File: src/rtl/core/fsact_pkg.sv
package fsact_pkg;

    // Cache geometry (SETS and WAYS are powers of two)
    localparam int SETS     = 64;
    localparam int WAYS     = 4;
    localparam int SET_BITS = $clog2(SETS);
    localparam int WAY_BITS = (WAYS > 1) ? $clog2(WAYS) : 1;
    localparam int TAG_W    = 30;
    localparam int ADDR_W   = 32;

    // Cost arithmetic: the internal sum is wide enough for two fills plus extras
    localparam int CYC_W = 22;
    localparam int SUM_W = 26;
    localparam logic [CYC_W-1:0] CYCLES_MAX = '1;

    // Configuration register indexes
    localparam int CFG_IDX_W = 3;
    localparam int CFG_DATA_W = 10;
    typedef enum logic [CFG_IDX_W-1:0] {
        CFG_WR_ALLOC    = 3'd0,
        CFG_WR_THRU     = 3'd1,
        CFG_OFFSET_BITS = 3'd2,
        CFG_HIT_COST    = 3'd3,
        CFG_MISS_COST   = 3'd4
    } cfg_index_t;

    typedef logic [TAG_W-1:0]    tag_t;
    typedef logic [SET_BITS-1:0] set_t;
    typedef logic [WAY_BITS-1:0] way_t;

    // One tag RAM row: tags, valid and dirty bits of all ways plus the FIFO pointer
    typedef struct packed {
        tag_t [WAYS-1:0] tags;
        logic [WAYS-1:0] valid;
        logic [WAYS-1:0] dirty;
        way_t            slot;
    } row_t;

    typedef struct packed {
        logic              wr_alloc;
        logic              wr_thru;
        logic [3:0]        offset_bits;
        logic [7:0]        hit_cost;
        logic [9:0]        miss_cost;
    } cfg_t;

    typedef struct packed {
        logic              mode;
        logic [ADDR_W-1:0] address;
    } in_t;

    typedef struct packed {
        logic             hit;
        logic [CYC_W-1:0] cycles;
        logic             wrote_back;
    } out_t;

endpackage

File: src/rtl/core/fsact_cost.sv
module fsact_cost (
    input  fsact_pkg::cfg_t              cfg,
    input  logic                         is_write,
    input  logic                         hit,
    input  logic                         alloc,
    input  logic                         wb,
    output logic [fsact_pkg::CYC_W-1:0]  cycles
);
    import fsact_pkg::*;

    logic [SUM_W-1:0] fill;
    logic [SUM_W-1:0] miss_w;
    logic [SUM_W-1:0] hit_w;
    logic [SUM_W-1:0] wt_extra;
    logic [SUM_W-1:0] sum;

    // Block transfer cost: miss_cost times words per block, as a shift
    always_comb
    begin
        miss_w = SUM_W'(cfg.miss_cost);
        hit_w  = SUM_W'(cfg.hit_cost);
        if (cfg.offset_bits >= 4'd2)
        begin
            fill = miss_w << (cfg.offset_bits - 4'd2);
        end
        else
        begin
            fill = '0;
        end
        wt_extra = (is_write && cfg.wr_thru) ? miss_w : '0;
    end

    // Total by access outcome, then saturate
    always_comb
    begin
        if (hit)
        begin
            sum = hit_w + wt_extra;
        end
        else if (!alloc)
        begin
            sum = miss_w;
        end
        else
        begin
            sum = fill + hit_w + (wb ? fill : '0) + wt_extra;
        end
        cycles = (sum > SUM_W'(CYCLES_MAX)) ? CYCLES_MAX : sum[CYC_W-1:0];
    end

endmodule

File: config.mk
export PLATFORM = sky130hd
export DESIGN_NAME = fsact_cost
export DESIGN_NICKNAME = d
export VERILOG_FILES = /design/src/rtl/core/fsact_pkg.sv /design/src/rtl/core/fsact_cost.sv
export SDC_FILE = /design/constraint.sdc
export NUM_CORES = 1
export LEC_CHECK = 0
export BUFFER_PORTS_ARGS = -buffer_cell sky130_fd_sc_hd__buf_2
export CELL_PAD_IN_SITES_DETAIL_PLACEMENT = 1
export CELL_PAD_IN_SITES_GLOBAL_PLACEMENT = 1
export CORE_MARGIN = 10
export CORE_UTILIZATION = 44
export DETAILED_ROUTE_END_ITERATION = 8
export PLACE_DENSITY = 0.83
export SYNTH_ARGS = -nofsm -noshare
export SYNTH_HDL_FRONTEND = slang
export SYNTH_SLANG_ARGS = --single-unit
File: constraint.sdc
create_clock -name vclk -period 7
set_input_delay 0.7 -clock vclk [all_inputs]
set_output_delay 0.7 -clock vclk [all_outputs]
set_load 0.02 [all_outputs]
# == After elaboration in Yosys (flattened, before gate mapping) ==
# Index checks and enable logic that the tools add are counted.
# classes
add_sub_neg,5
n_lt_le_gt_ge,2
shift,1
mux,6
n_reduce_logical,1
# ops
cell,count
$mux 26,4
$add 26x10->26,1
$add 26x26->26,1
$add 26x8->26,1
$gt 26x22->1 const B,1
$shl 10x4->26,1
$mux 22,1
$add 8x10->11,1
$mux 10,1
$ge 4x2->1 const B,1
$sub 4x2->4 const B,1
$logic_and 1x1->1,1
# word_totals
ff_bits,0
out_inout_bits,22

# == Longest topological paths before layout ==
# logic_depth
ltp_word,10
ltp_mapped,24
mapped_depth_nobuf,20

# == Worst setup path before layout ==
# OpenSTA, ideal clock, no wires.
# synth_timing
path_type,input to output
from,input port cfg[19] in the netlist's numbering
to,output port cycles[0] in the netlist's numbering
t_arrival_ns,5.984
required_time_ns,6.300
setup_slack_ns,0.316
stages,22
n_path_buf,4
path_cell_list,buf_6 > clkinv_1 > ha_1 > buf_2 > clkbuf_1 > clkbuf_1 > nand3_1 > nor2_1 > fa_1 > fa_1 > ha_1 > inv_1 > fa_1 > nor2b_1 > o31ai_1 > o211ai_1 > a41o_1 > nand4_1 > xor2_1 > o221ai_4 > nor4_1 > o31ai_1
# synth_via
elab_chain_len,10
# synth_lines
item,line_no,rtl
"start, declared",fsact_cost.sv:2,"input fsact_pkg::cfg_t cfg,"
$sub 4x2->4,fsact_cost.sv:24,fill = miss_w << (cfg.offset_bits - 4'd2);
$shl 10x4->26,fsact_cost.sv:24,
$mux 26 *,fsact_cost.sv:22,if (cfg.offset_bits >= 4'd2)
$add 26x8->26 / $mux 26 (equally long branches),fsact_cost.sv:46,sum = fill + hit_w + (wb ? fill : '0) + wt_extra;
$add 26x26->26 *,fsact_cost.sv:46,
$add 26x10->26 *,fsact_cost.sv:46,
$mux 26 *,fsact_cost.sv:40,else if (!alloc)
$mux 26 *,fsact_cost.sv:36,if (hit)
$gt 26x22->1,fsact_cost.sv:48,cycles = (sum > SUM_W'(CYCLES_MAX)) ? CYCLES_MAX : sum[CYC_W-1:0];
$mux 22 *,fsact_cost.sv:48,
"end, declared",fsact_cost.sv:7,output logic [fsact_pkg::CYC_W-1:0] cycles
# Every way passes the cells marked *; elsewhere a longest branch is shown, timed or not.

# == Worst setup path after layout ==
# layout_timing
from,input port cfg[19] in the netlist's numbering
to,output port cycles[7] in the netlist's numbering
# The elaborated chain is that of the path after synthesis.

==> reports/qor.csv <==
metric;value;unit
post-DR wirelength/cell;18.7;µm
synthesized instance count;490;
Initial Util;44.7;%
hold crit path type;input port to primary output;
area of the multi-input gates;0.00317;mm²
Initial DRT Pass Iterations;4;
Ports;50;
final hold violation count;0;
diode count;0;
vias in the first global route;3993;
sequential area share after synthesis;0;%
post-placement cell area;0.00380;mm²
Synth top cells by count;49 x nor2_1, 44 x inv_1, 44 x nand2_1, 35 x a21oi_1;
fin crit period;6690;ps
via count;3802;
post-route antenna net violation count;0;
Reg area;0;µm²
largest net degree at the start of global routing;38;
Max Slew Vio Count;0;
CORE AREA;0.00765;mm²
most frequent cell after synthesis;nor2_1;
outcome;complete, no violations;
Rel. slew slack;48.8;%
Final setup viols;0;
post-layout util;50.5;%
post-layout net count;615;
Critical Path Sink Type;primary output;
area grow syn2layout;13.1;%
final instance area;0.00386;mm²
Yosys cell types;64;
maxcap violations;0;
PD cells;119;mW/mm²
FP Rows;32;
Avg Inst Size Synth;6.97;µm²
die area;0.0117;mm²
Power Total;0.461;mW
Req. time, crit path;6300;ps
DRC;0;
CTS Hold Buffers Added;0;
Layout fillers;1042;
GRT Util Overall;20.3;%
global-route wire length before repair;19900;µm
top cells by area, synth;fa_1 11%, ha_1 11%, nor2_1 5.4%, a21oi_1 5.1%, mux2_2 4.9%;
P_leak;1.81;nW
GR Overflow Total;0;
clock buffers;0;
Startpoint Class;input port;
fin crit share;95.6;%
Critical Path Fanout Max;9;
Placement Setup Slack;33.8;ps
Worst Max-Slew Pin Slew;766;ps
share of cells above drive strength 1;19.0;%
WS Path Type;input port to primary output;
post-synth top area share;11.1;%
maximum clock frequency;149;MHz
Die X-Extent;108;µm
RePlAce Congestion;0.940;
Port Buffer Count;49;
DRT iter0 DRCs;180;
synthesized cell area;0.00342;mm²
hold path depth;4;
final WL;11900;µm
Worst VDD drop;0.0000513;V
vias per cell;5.96;
cell taking the most area after synthesis;fa_1;
setup slack after layout;311;ps
Final HPWL DP;10000;µm
Synth Warn #;0;
initial antenna violation count;0;
Die Ht;108;µm
num sequential;0;
CP arrival;5990;ps
[cells in the final DEF (no fill, tap or decap), drive strengths merged, types with 5 or more instances in the layout]
| cell | n |
|---|---|
| nor3 | 9 |
| nand2 | 44 |
| and2 | 5 |
| conb | 6 |
| or3 | 6 |
| inv | 44 |
| a21oi | 45 |
| and3 | 13 |
| o211ai | 7 |
| a211oi | 7 |
| mux2i | 11 |
| xor2 | 11 |
| nand3 | 10 |
| o221ai | 5 |
| nor2 | 50 |
| nor2b | 5 |
| o31ai | 8 |
| ha | 30 |
| xnor2 | 15 |
| o21ai | 35 |
| buf | 66 |
| o22ai | 5 |
| mux2 | 16 |
| fa | 19 |
| nand3b | 5 |
| nand2b | 6 |
| a21o | 6 |
[through the flow]
stage	std cells	TNS [ps]	hold slack (ps)
after floorplan	495	0	1630
after global placement	635	0	1840
after detailed placement	635	0	1850
after CTS	635	0	1860
after global routing	638	-23.9	1900
final	638	0	1860
[worst paths after layout]
path / to / startpoint / slack, ps
setup / recovery: cycles[7] / cfg[19] / 310
hold / removal: cycles[1] / cfg[1] / 1860
[per-layer routing]
metal | vias to the layer above | GRT usage (%) | share of wire, %
met2 | 81 | 36.8 | 51
met5 | - | 0 | 0
met4 | 0 | 3.63 | 1.2
li1 | 1840 | - | -
met3 | 10 | 2.14 | 4.5
met1 | 1871 | 25.2 | 44
[critical path, cell delays in order]
cell and delay [ps]:
buf_2 160, clkinv_1 110, ha_1 340, inv_1 110, mux4_2 600, nor2_1 160, nor2_1 80, nor3_1 200
fa_1 460, ha_1 310, ha_1 370, nand2_1 90, or3_1 360, o211ai_1 340, a41o_1 300, nand4_1 130
xor2_1 250, o221ai_4 160, buf_12 170, nor4_1 280, o22ai_1 140, buf_2 180
[cell families (layout without fill, tap and decap cells)]
group | count (synthesis) | in the layout | synth area share, %
AO/OA/AOI/OAI | 144 | 144 | 28.6
XOR/XNOR | 26 | 26 | 6.89
adder cells (fa/ha/maj) | 49 | 49 | 22.1
buffers and inverters | 70 | 111 | 8.28
multiplexers | 28 | 28 | 9.16
other | 1 | 6 | 0.110
AND/OR/NAND/NOR | 172 | 172 | 24.9
[cell type report]
| class | instances | share of cell area, % |
|---|---|---|
| Timing Repair Buffer | 66 | 10.4 |
| Tap cell | 102 | 3.30 |
| Inverter | 45 | 4.37 |
| Multi-Input combinational cell | 425 | 81.9 |
[report_power, final]
part | internal (mW) | switching, mW | total, mW
clock network | 0 | 0 | 0
logic | 0.179 | 0.282 | 0.461
registers | 0 | 0 | 0
total | 0.179 | 0.282 | 0.461
[timing repair]
| action | CTS | global route |
|---|---|---|
| gates resized for setup | 0 | 4 |
| setup buffers | 0 | 3 |
| endpoints found under the setup margin | 0 | 22 |
Power figures use the tool's default switching activity.
